`src/sv/earliest_free_worker_scheduler_top_macros.svh`:
```
// ----------------------------------------------------------------------------
// earliest free worker scheduler assertion macros
// clocked property checks on clk; EFWS_ASSERT is disabled while rst_n is low, EFWS_ASSERT_ALWAYS is not
// ----------------------------------------------------------------------------
`ifndef EARLIEST_FREE_WORKER_SCHEDULER_TOP_MACROS_SVH
`define EARLIEST_FREE_WORKER_SCHEDULER_TOP_MACROS_SVH

`ifndef ASSERT_OFF
// property checked at every rising edge outside reset
`define EFWS_ASSERT(lbl, prop, msg) \
  lbl: assert property (@(posedge clk) disable iff (!rst_n) (prop)) else $error(msg);
// property checked at every rising edge, reset included
`define EFWS_ASSERT_ALWAYS(lbl, prop, msg) \
  lbl: assert property (@(posedge clk) (prop)) else $error(msg);
`else
`define EFWS_ASSERT(lbl, prop, msg)
`define EFWS_ASSERT_ALWAYS(lbl, prop, msg)
`endif

`endif

```
`src/sv/efws_pkg.sv`:
```
// ----------------------------------------------------------------------------
// efws_pkg
// shared types and constants of the earliest free worker scheduler
// ----------------------------------------------------------------------------
`timescale 1ns / 1ps
`default_nettype none

package efws_pkg;

  localparam int DUR_W  = 32;
  localparam int TIME_W = 48;
  localparam int IDX_W  = 4;
  localparam int CFG_W  = 5;
  localparam int OUT_W  = 56;

  localparam logic [TIME_W-1:0] TIME_MAX = {TIME_W{1'b1}};

  typedef enum logic [1:0] {
    ST_IDLE,
    ST_SCAN,
    ST_DRAIN,
    ST_UPDATE
  } state_t;

  // controller to datapath
  typedef struct packed {
    logic load;
    logic issue;
    logic commit;
  } cmd_t;

  // datapath to controller
  typedef struct packed {
    logic last_issue;
    logic out_free;
  } sts_t;

endpackage

`default_nettype wire

```
`src/sv/efws_ctrl.sv`:
```
// ----------------------------------------------------------------------------
// efws_ctrl
// sequencer: accept a job, scan the workers, drain the read, commit the result
// ----------------------------------------------------------------------------
`timescale 1ns / 1ps
`default_nettype none

module efws_ctrl (
  input  wire logic            clk,
  input  wire logic            rst_n,
  input  wire logic            in_tvalid,
  output logic                 in_tready,
  input  wire efws_pkg::sts_t  sts,
  output efws_pkg::cmd_t       cmd
);

  efws_pkg::state_t state_r, state_nxt;

  always_ff @(posedge clk) begin
    if (!rst_n) begin
      state_r <= efws_pkg::ST_IDLE;
    end else begin
      state_r <= state_nxt;
    end
  end

  always_comb begin
    state_nxt = state_r;
    case (state_r)
      efws_pkg::ST_IDLE: begin
        if (in_tvalid) state_nxt = efws_pkg::ST_SCAN;
      end
      efws_pkg::ST_SCAN: begin
        if (sts.last_issue) state_nxt = efws_pkg::ST_DRAIN;
      end
      efws_pkg::ST_DRAIN: begin
        state_nxt = efws_pkg::ST_UPDATE;
      end
      efws_pkg::ST_UPDATE: begin
        if (sts.out_free) state_nxt = efws_pkg::ST_IDLE;
      end
      default: begin
        state_nxt = efws_pkg::ST_IDLE;
      end
    endcase
  end

  always_comb begin
    in_tready  = 1'b0;
    cmd        = '0;
    case (state_r)
      efws_pkg::ST_IDLE: begin
        in_tready = 1'b1;
        cmd.load  = in_tvalid;
      end
      efws_pkg::ST_SCAN: begin
        cmd.issue = 1'b1;
      end
      efws_pkg::ST_DRAIN: begin
        cmd = '0;
      end
      efws_pkg::ST_UPDATE: begin
        cmd.commit = sts.out_free;
      end
      default: begin
        cmd = '0;
      end
    endcase
  end

endmodule

`default_nettype wire

```
`src/sv/efws_dp.sv`:
```
// ----------------------------------------------------------------------------
// efws_dp
// free time memory, running minimum over a worker scan, saturating update
// and the result register
// ----------------------------------------------------------------------------
`timescale 1ns / 1ps
`default_nettype none

`include "earliest_free_worker_scheduler_top_macros.svh"

module efws_dp #(
  parameter int MAX_WORKERS = 16
) (
  input  wire logic                          clk,
  input  wire logic                          rst_n,
  input  wire efws_pkg::cmd_t                cmd,
  output efws_pkg::sts_t                     sts,
  input  wire logic [efws_pkg::CFG_W-1:0]    active_workers,
  input  wire logic [efws_pkg::DUR_W-1:0]    job_duration,
  output logic                               out_tvalid,
  input  wire logic                          out_tready,
  output logic [efws_pkg::OUT_W-1:0]         out_tdata
);

  localparam int IW   = (MAX_WORKERS > 1) ? $clog2(MAX_WORKERS) : 1;
  localparam int CNTW = $clog2(MAX_WORKERS + 1);
  localparam int EW   = (CNTW > efws_pkg::CFG_W) ? CNTW : efws_pkg::CFG_W;
  localparam int TW   = efws_pkg::TIME_W;
  localparam int PADW = efws_pkg::OUT_W - efws_pkg::IDX_W - TW - 1;

  logic [TW-1:0]               mem [MAX_WORKERS];
  logic [MAX_WORKERS-1:0]      vld_r;

  logic [efws_pkg::DUR_W-1:0]  dur_r;
  logic [IW-1:0]               last_r;
  logic [IW-1:0]               addr_r;
  logic                        rd_vld_r;
  logic [IW-1:0]               rd_idx_r;
  logic [TW-1:0]               rd_data_r;
  logic                        rd_fv_r;
  logic [IW-1:0]               best_idx_r;
  logic [TW-1:0]               best_time_r;

  logic                        out_valid_r;
  logic [efws_pkg::IDX_W-1:0]  out_idx_r;
  logic [TW-1:0]               out_start_r;
  logic                        out_ovf_r;

  logic [EW-1:0]               n_ext;
  logic [EW-1:0]               n_eff;
  logic [IW-1:0]               last_nxt;
  logic [TW-1:0]               cur_time;
  logic [TW:0]                 sum;
  logic [TW-1:0]               new_time;
  logic                        ovf;

  // effective worker count clamped to 1..MAX_WORKERS
  always_comb begin
    n_ext = EW'(active_workers);
    if (n_ext == '0) begin
      n_eff = EW'(1);
    end else if (n_ext > EW'(MAX_WORKERS)) begin
      n_eff = EW'(MAX_WORKERS);
    end else begin
      n_eff = n_ext;
    end
    last_nxt = IW'(n_eff - EW'(1));
  end

  // a never written entry reads as zero
  assign cur_time = rd_fv_r ? rd_data_r : '0;

  assign sum      = {1'b0, best_time_r} + {{(TW + 1 - efws_pkg::DUR_W){1'b0}}, dur_r};
  assign ovf      = sum[TW];
  assign new_time = ovf ? efws_pkg::TIME_MAX : sum[TW-1:0];

  always_ff @(posedge clk) begin
    if (cmd.issue) begin
      rd_data_r <= mem[addr_r];
      rd_fv_r   <= vld_r[addr_r];
    end
    if (cmd.commit) begin
      mem[best_idx_r] <= new_time;
    end
  end

  always_ff @(posedge clk) begin
    if (!rst_n) begin
      vld_r <= '0;
    end else if (cmd.commit) begin
      vld_r[best_idx_r] <= 1'b1;
    end
  end

  always_ff @(posedge clk) begin
    if (!rst_n) begin
      rd_vld_r <= 1'b0;
    end else begin
      rd_vld_r <= cmd.issue;
    end
  end

  always_ff @(posedge clk) begin
    if (cmd.load) begin
      dur_r  <= job_duration;
      last_r <= last_nxt;
      addr_r <= '0;
    end else if (cmd.issue) begin
      addr_r <= addr_r + IW'(1);
    end
    if (cmd.issue) begin
      rd_idx_r <= addr_r;
    end
    // strict less keeps the lowest index on a tie
    if (rd_vld_r && ((rd_idx_r == '0) || (cur_time < best_time_r))) begin
      best_idx_r  <= rd_idx_r;
      best_time_r <= cur_time;
    end
  end

  always_ff @(posedge clk) begin
    if (!rst_n) begin
      out_valid_r <= 1'b0;
    end else if (cmd.commit) begin
      out_valid_r <= 1'b1;
    end else if (out_tready) begin
      out_valid_r <= 1'b0;
    end
  end

  always_ff @(posedge clk) begin
    if (cmd.commit) begin
      out_idx_r   <= efws_pkg::IDX_W'(best_idx_r);
      out_start_r <= best_time_r;
      out_ovf_r   <= ovf;
    end
  end

  assign sts.last_issue = cmd.issue && (addr_r == last_r);
  assign sts.out_free   = !out_valid_r || out_tready;

  assign out_tvalid = out_valid_r;
  assign out_tdata  = {{PADW{1'b0}}, out_ovf_r, out_start_r, out_idx_r};

  `EFWS_ASSERT(a_commit_slot, cmd.commit |-> sts.out_free, "commit with result slot busy")
  `EFWS_ASSERT(a_commit_valid, cmd.commit |=> (out_valid_r && vld_r[$past(best_idx_r)]),
               "commit did not mark result and entry")
  `EFWS_ASSERT(a_read_range, rd_vld_r |-> (rd_idx_r <= last_r), "scan read beyond active set")
  `EFWS_ASSERT(a_no_overlap, cmd.load |-> (!cmd.issue && !cmd.commit && !rd_vld_r),
               "job loaded during a scan")

endmodule

`default_nettype wire

```
`src/sv/earliest_free_worker_scheduler_top.sv`:
```
// ----------------------------------------------------------------------------
// earliest_free_worker_scheduler_top
// assigns each job to the active worker that frees up first
//
// channel  dir  handshake          payload
// in_      in   tvalid/tready      tdata[31:0] job_duration
// out_     out  tvalid/tready      tdata[3:0] worker_index, [51:4] start_time,
//                                  [52] time_overflow, [55:53] zero
// cfg_     in   psel/penable       register 0 at 0x0: active_workers[4:0]
//
// between accept and the next accept a job makes one free time memory read
// per active worker, waits in a drain step for the last read to land, then
// takes an update step for the update and result
// rst_n clears all free times to zero (per entry valid bits), count to 1
// a result waiting on out_tready holds the update cycle; no job is taken then
// ----------------------------------------------------------------------------
`timescale 1ns / 1ps
`default_nettype none

module earliest_free_worker_scheduler_top #(
  parameter int MAX_WORKERS = 16
) (
  input  wire logic        clk,
  input  wire logic        rst_n,
  // job_duration[31:0]
  input  wire logic [31:0] in_tdata,
  input  wire logic        in_tvalid,
  output logic             in_tready,
  // worker_index[3:0], start_time[51:4], time_overflow[52], zero fill[55:53]
  output logic [55:0]      out_tdata,
  output logic             out_tvalid,
  input  wire logic        out_tready,
  input  wire logic        cfg_psel,
  input  wire logic        cfg_penable,
  input  wire logic        cfg_pwrite,
  input  wire logic [2:0]  cfg_paddr,
  input  wire logic [31:0] cfg_pwdata,
  output logic [31:0]      cfg_prdata,
  output logic             cfg_pready
);

  logic [efws_pkg::CFG_W-1:0] active_r;
  logic                       cfg_wr;
  logic                       cfg_sel0;
  efws_pkg::cmd_t             cmd;
  efws_pkg::sts_t             sts;

  assign cfg_pready = 1'b1;
  assign cfg_sel0   = (cfg_paddr[2] == 1'b0);
  assign cfg_wr     = cfg_psel && cfg_penable && cfg_pwrite && cfg_pready;

  always_ff @(posedge clk) begin
    if (!rst_n) begin
      active_r <= efws_pkg::CFG_W'(1);
    end else if (cfg_wr && cfg_sel0) begin
      active_r <= cfg_pwdata[efws_pkg::CFG_W-1:0];
    end
  end

  assign cfg_prdata = cfg_sel0 ? {{(32 - efws_pkg::CFG_W){1'b0}}, active_r} : 32'd0;

  efws_ctrl u_ctrl (
    .clk       (clk),
    .rst_n     (rst_n),
    .in_tvalid (in_tvalid),
    .in_tready (in_tready),
    .sts       (sts),
    .cmd       (cmd)
  );

  efws_dp #(
    .MAX_WORKERS (MAX_WORKERS)
  ) u_dp (
    .clk            (clk),
    .rst_n          (rst_n),
    .cmd            (cmd),
    .sts            (sts),
    .active_workers (active_r),
    .job_duration   (in_tdata),
    .out_tvalid     (out_tvalid),
    .out_tready     (out_tready),
    .out_tdata      (out_tdata)
  );

endmodule

`default_nettype wire
```
`config.mk`:
```
export PLATFORM = sky130hd
export DESIGN_NAME = earliest_free_worker_scheduler_top
export DESIGN_NICKNAME = d
export VERILOG_FILES = /design/src/sv/efws_pkg.sv /design/src/sv/efws_ctrl.sv /design/src/sv/efws_dp.sv /design/src/sv/earliest_free_worker_scheduler_top.sv
export VERILOG_INCLUDE_DIRS = /design/src /design/src/sv
export SDC_FILE = /design/constraint.sdc
export NUM_CORES = 1
export LEC_CHECK = 0
export BUFFER_PORTS_ARGS = -buffer_cell sky130_fd_sc_hd__buf_2
export CORE_ASPECT_RATIO = 1.1
export CORE_MARGIN = 2
export CORE_UTILIZATION = 40
export CTS_CLUSTER_DIAMETER = 150
export DETAILED_ROUTE_END_ITERATION = 10
export GPL_TIMING_DRIVEN = 0
export MAX_ROUTING_LAYER = met4
export PLACE_DENSITY = 0.56
export SYNTH_ARGS = -nofsm -noshare
export SYNTH_HDL_FRONTEND = slang
export SYNTH_SLANG_ARGS = --single-unit
export TNS_END_PERCENT = 20
```
`constraint.sdc`:
```
create_clock -name clk -period 11.92 [get_ports clk]
set_input_delay 0.596 -clock clk [delete_from_list [all_inputs] [get_ports clk]]
set_output_delay 0.596 -clock clk [all_outputs]
set_load 0.05 [all_outputs]
```
==> impl_summary.txt <==
----------------------------------------------------
[Pwr]
  Worst IR Drop VDD ... roughly 0.2 mV
  Power density over the cells ... 222 nW/um^2
  LEAKAGE ... ~16 nW

[Clock tree]
  Post-CTS Setup Inserts ... 0
  Cts repair resizes ... 0
  Clk_lat worst skew ... between 600 and 700 ps
  CTS tree ... yes
  Hold-fix buffers at CTS ... 0
  Clock sink total ... 991
  Depth of the CTS H-tree ... 3
  Max Buffers Root-to-Sink ... 3
  Reg clk slew, reported paths ... roughly 60 ps
  Clock tree root buffer cell ... clkbuf_16
  Number of buffers created by CTS ... 100

[Placed design]
  Gp weighted congestion ... between 0.8 and 0.9
  Number of input and output port buffers inserted ... 104
  Detail Placement HPWL ... 68700 um
  Post-place setup slack ... 5980 ps

[Die]
  # IOs ... around 170
  Chip Height ... roughly 340 um
  Effective utilization at floorplan ... ~40%
  Area of the core ... between 90000 and 100000 um^2
  Cell row count ... approximately 120
  Floorplan die area ... about 100000 um^2
  Chip width ... ~310 um

[Hold path]
  Worst hold path class ... in2reg
  Hold Crit Endpoint ... u_dp.dur_r[16]
  Cell depth of the worst hold path ... 1
  Startpoint of the lowest-slack hold path ... in_tdata[16]

[Drt]
  Number of remaining DRC errors ... 0
  First-pass iteration count of the detailed router ... 7
  Overall via count from detail_route ... ~20000
  Iteration-0 DRC Markers ... between 2000 and 2500
  Remaining number of nets flagged by the antenna check after routing ... 0
  Routed vias/inst ... 5.56
  Mean routed wirelength per cell ... approximately 28 um
  Detailed-route wire length ... 104000 um

[Setup path]
  Family with the most delay on the worst path ... compound AO/OA/AOI/OAI gates
  Number of cells on the worst reg-to-reg path ... 14
  Req. time, crit path ... about 12000 ps
  Worst path buffer plus inverter count ... 4
  Ordered cell list for the critical path ... clkbuf_1, clkbuf_1, and2_1, ha_1, a21o_1, a21oi_1, nor2b_1, o21ai_0, nand2_1, a21oi_1, o31ai_1, a31oi_4, buf_16, buf_16
  Startpoint type of the worst setup path ... flip-flop
  Worst-path fanout max ... 17
  Data arrival time at the worst-slack endpoint ... 6090 ps
  Setup slack of the most critical reg-to-reg path ... about 6200 ps
  Critical Path Stages ... 14
  Nature of the critical path endpoint ... flip-flop
  Worst flop-to-flop path endpoint ... u_dp.best_time_r[2]
  CP peak stage delay ... between 800 and 900 ps
  Critical path class ... reg2reg
  Worst path slowest cell ... clkbuf_1
  R2r startpoint ... u_dp.rd_fv_r

[Synthesis]
  Primary FF master, synth ... edfxtp_1
  Number of flops mapped to enable cells by yosys ... roughly 960
  Synthesized-area fraction occupied by and/or/nand/nor cells ... between 4 and 5%
  Largest family of logic cells by synthesized area ... multiplexers
  Post-Synth XOR/XNOR Area ... less than 1%
  Complex-gate fraction of the synthesized area ... around 3.0%
  Proportion of register bits with asynchronous set or reset after synthesis ... 0%
  Adder and majority cell fraction of the synthesized area ... 2.70%
  Area of the mapped netlist ... 40100 um^2
  Synth unique cells ... 74
  Share of synthesized area spent on multiplexers ... between 10% and 20%
  Number of warnings issued by yosys ... 0
  Register bit count reported by yosys ... 991
  Average footprint of a synthesized cell ... slightly below 20 um^2
  Cell count after synthesis ... 2032
  Sequential cell area fraction in the yosys report ... roughly 73%

[Timing]
  Hold WS ... between 70 and 80 ps
  Smallest setup slack after layout ... 6190 ps
  Slew at the pin closest to its max-slew limit ... 1360 ps
  Hold violation count in the final report ... 0
  RSZ-0062 raised after global routing ... no
  Number of endpoints failing setup at the final stage ... 0
  Final slew viol count ... 0
  Setup TNS ... 0 ps
  Final critical path time including I/O delays and setup ... around 5700 ps
  Period utilization ... 48.0%
  Normalized max-slew margin ... roughly 8.3%
  Maximum clock frequency ... 175 MHz
  Worst setup skew after layout ... 51.8 ps

[Layout]
  Commonest cells after routing, fill and taps aside ... edfxtp_1 (962), mux4_2 (245), buf_2 (127), clkbuf_16 (104), ha_1 (84)
  Most common library cell in the layout ignoring fill and taps ... edfxtp_1
  Area growth syn-to-layout ... 16.6%
  Fraction of the core area covered by cells at the end of the flow ... between 40% and 50%
  Ratio of cells with drive above 1 in the final layout ... 27.1%
  # nets final ... about 2500

[Global route]
  Global-route usage over all layers ... 20.9%
  Gr ovfl total ... 0
  Largest net degree at the start of global routing ... 55
  Global-route wire length before repair ... about 150000 um
  Vias in the first global route ... ~21000
  Antenna violations before repair ... 1

[Run]
  Maxcap violations ... 0

[Outcome]
  Status ... completed

----------------------------------------------------
==> worst max path at each step <==
stage,from,end
6_report,u_dp.rd_fv_r,u_dp.best_time_r[2]
3_3_place_gp,out_tready,u_dp.mem[12][18]
3_5_place_dp,u_dp.rd_fv_r,u_dp.best_time_r[0]
4_1_cts,u_dp.rd_fv_r,u_dp.best_time_r[2]
5_1_grt,u_dp.rd_fv_r,u_dp.best_time_r[2]
2_1_floorplan,out_tready,u_dp.mem[12][0]
==> sequential cells by signal, summed over array words and instances, names as in the netlist <==
| name | flops |
|---|---|
| u_dp.mem | 768 |
| u_dp.best_time_r | 48 |
| u_dp.out_start_r | 48 |
| u_dp.rd_data_r | 48 |
| u_dp.dur_r | 32 |
| u_dp.vld_r | 16 |
| active_r | 5 |
| u_dp.addr_r | 4 |
| u_dp.best_idx_r | 4 |
| u_dp.last_r | 4 |
| u_dp.out_idx_r | 4 |
| u_dp.rd_idx_r | 4 |
| u_ctrl.state_r | 2 |
| u_dp.out_ovf_r | 1 |
| u_dp.out_tvalid | 1 |
| u_dp.rd_fv_r | 1 |
| u_dp.rd_vld_r | 1 |
==> through the flow <==
| step | instances | instance area [um^2] | total power [mW] |
|---|---|---|---|
| floorplan | 2061 | 40200 | 6.48 |
| CTS | 3704 | 46700 | 10.5 |
| global route | 3704 | 46700 | 10.8 |
| detailed placement | 3518 | 43500 | 7.42 |
| finish | 3706 | 46700 | 10.4 |
| global placement | 3456 | 42300 | 7.30 |
==> kinds of logic after synthesis <==
logic type / count (synthesis)
other: 2
multiplexers: 256
adder cells (fa/ha/maj): 86
buffers and inverters: 167
flip-flops: 991
AO/OA/AOI/OAI: 175
AND/OR/NAND/NOR: 317
XOR/XNOR: 38
==> power by group <==
group / switching [mW] / leakage [nW] / total (mW) / internal [mW]
logic: 1.68 / 5.05 / 2.54 / 0.857
registers: 0.134 / 8.94 / 4.80 / 4.67
clock network: 1.32 / 1.54 / 3.05 / 1.73
==> cells in the mapped netlist (all sizes together), types with 9 or more instances <==
| cell | instances | share of area, % |
|---|---|---|
| edfxtp | 962 | 72 |
| mux4 | 245 | 14 |
| ha | 85 | 2.7 |
| nor2 | 83 | 0.78 |
| nand2 | 73 | 0.68 |
| buf | 64 | 0.99 |
| inv | 58 | 0.54 |
| and2 | 54 | 0.85 |
| a21oi | 49 | 0.61 |
| clkbuf | 44 | 0.41 |
| a21o | 34 | 0.64 |
| o21ai | 31 | 0.40 |
| dfxtp | 29 | 1.4 |
| xnor2 | 24 | 0.52 |
| nand3 | 21 | 0.27 |
| nand4 | 17 | 0.27 |
| nor2b | 15 | 0.23 |
| nor3 | 15 | 0.21 |
| xor2 | 14 | 0.31 |
| nand2b | 10 | 0.17 |
| nor4 | 9 | 0.18 |
| o21a | 9 | 0.17 |
==> layer usage <==
metal	global-route usage [%]	share of wire (%)	up-vias
met5	-	0	-
met4	6.22	2.5	0
met3	2.76	6.3	165
met2	34.1	49	754
met1	27.6	42	10900
li1	-	-	8790
==> layout make-up <==
cell class	instances	area [um^2]
inverter	59	224
clock buffer	132	2710
multi-input combinational	903	10100
clock inverter	54	458
sequential	991	29500
timing repair buffer	166	1580
buffer	108	566
tap	1291	1620
antenna	2	5.00
fill	8246	52400
Note: power is estimated with default switching activity, not from simulation.
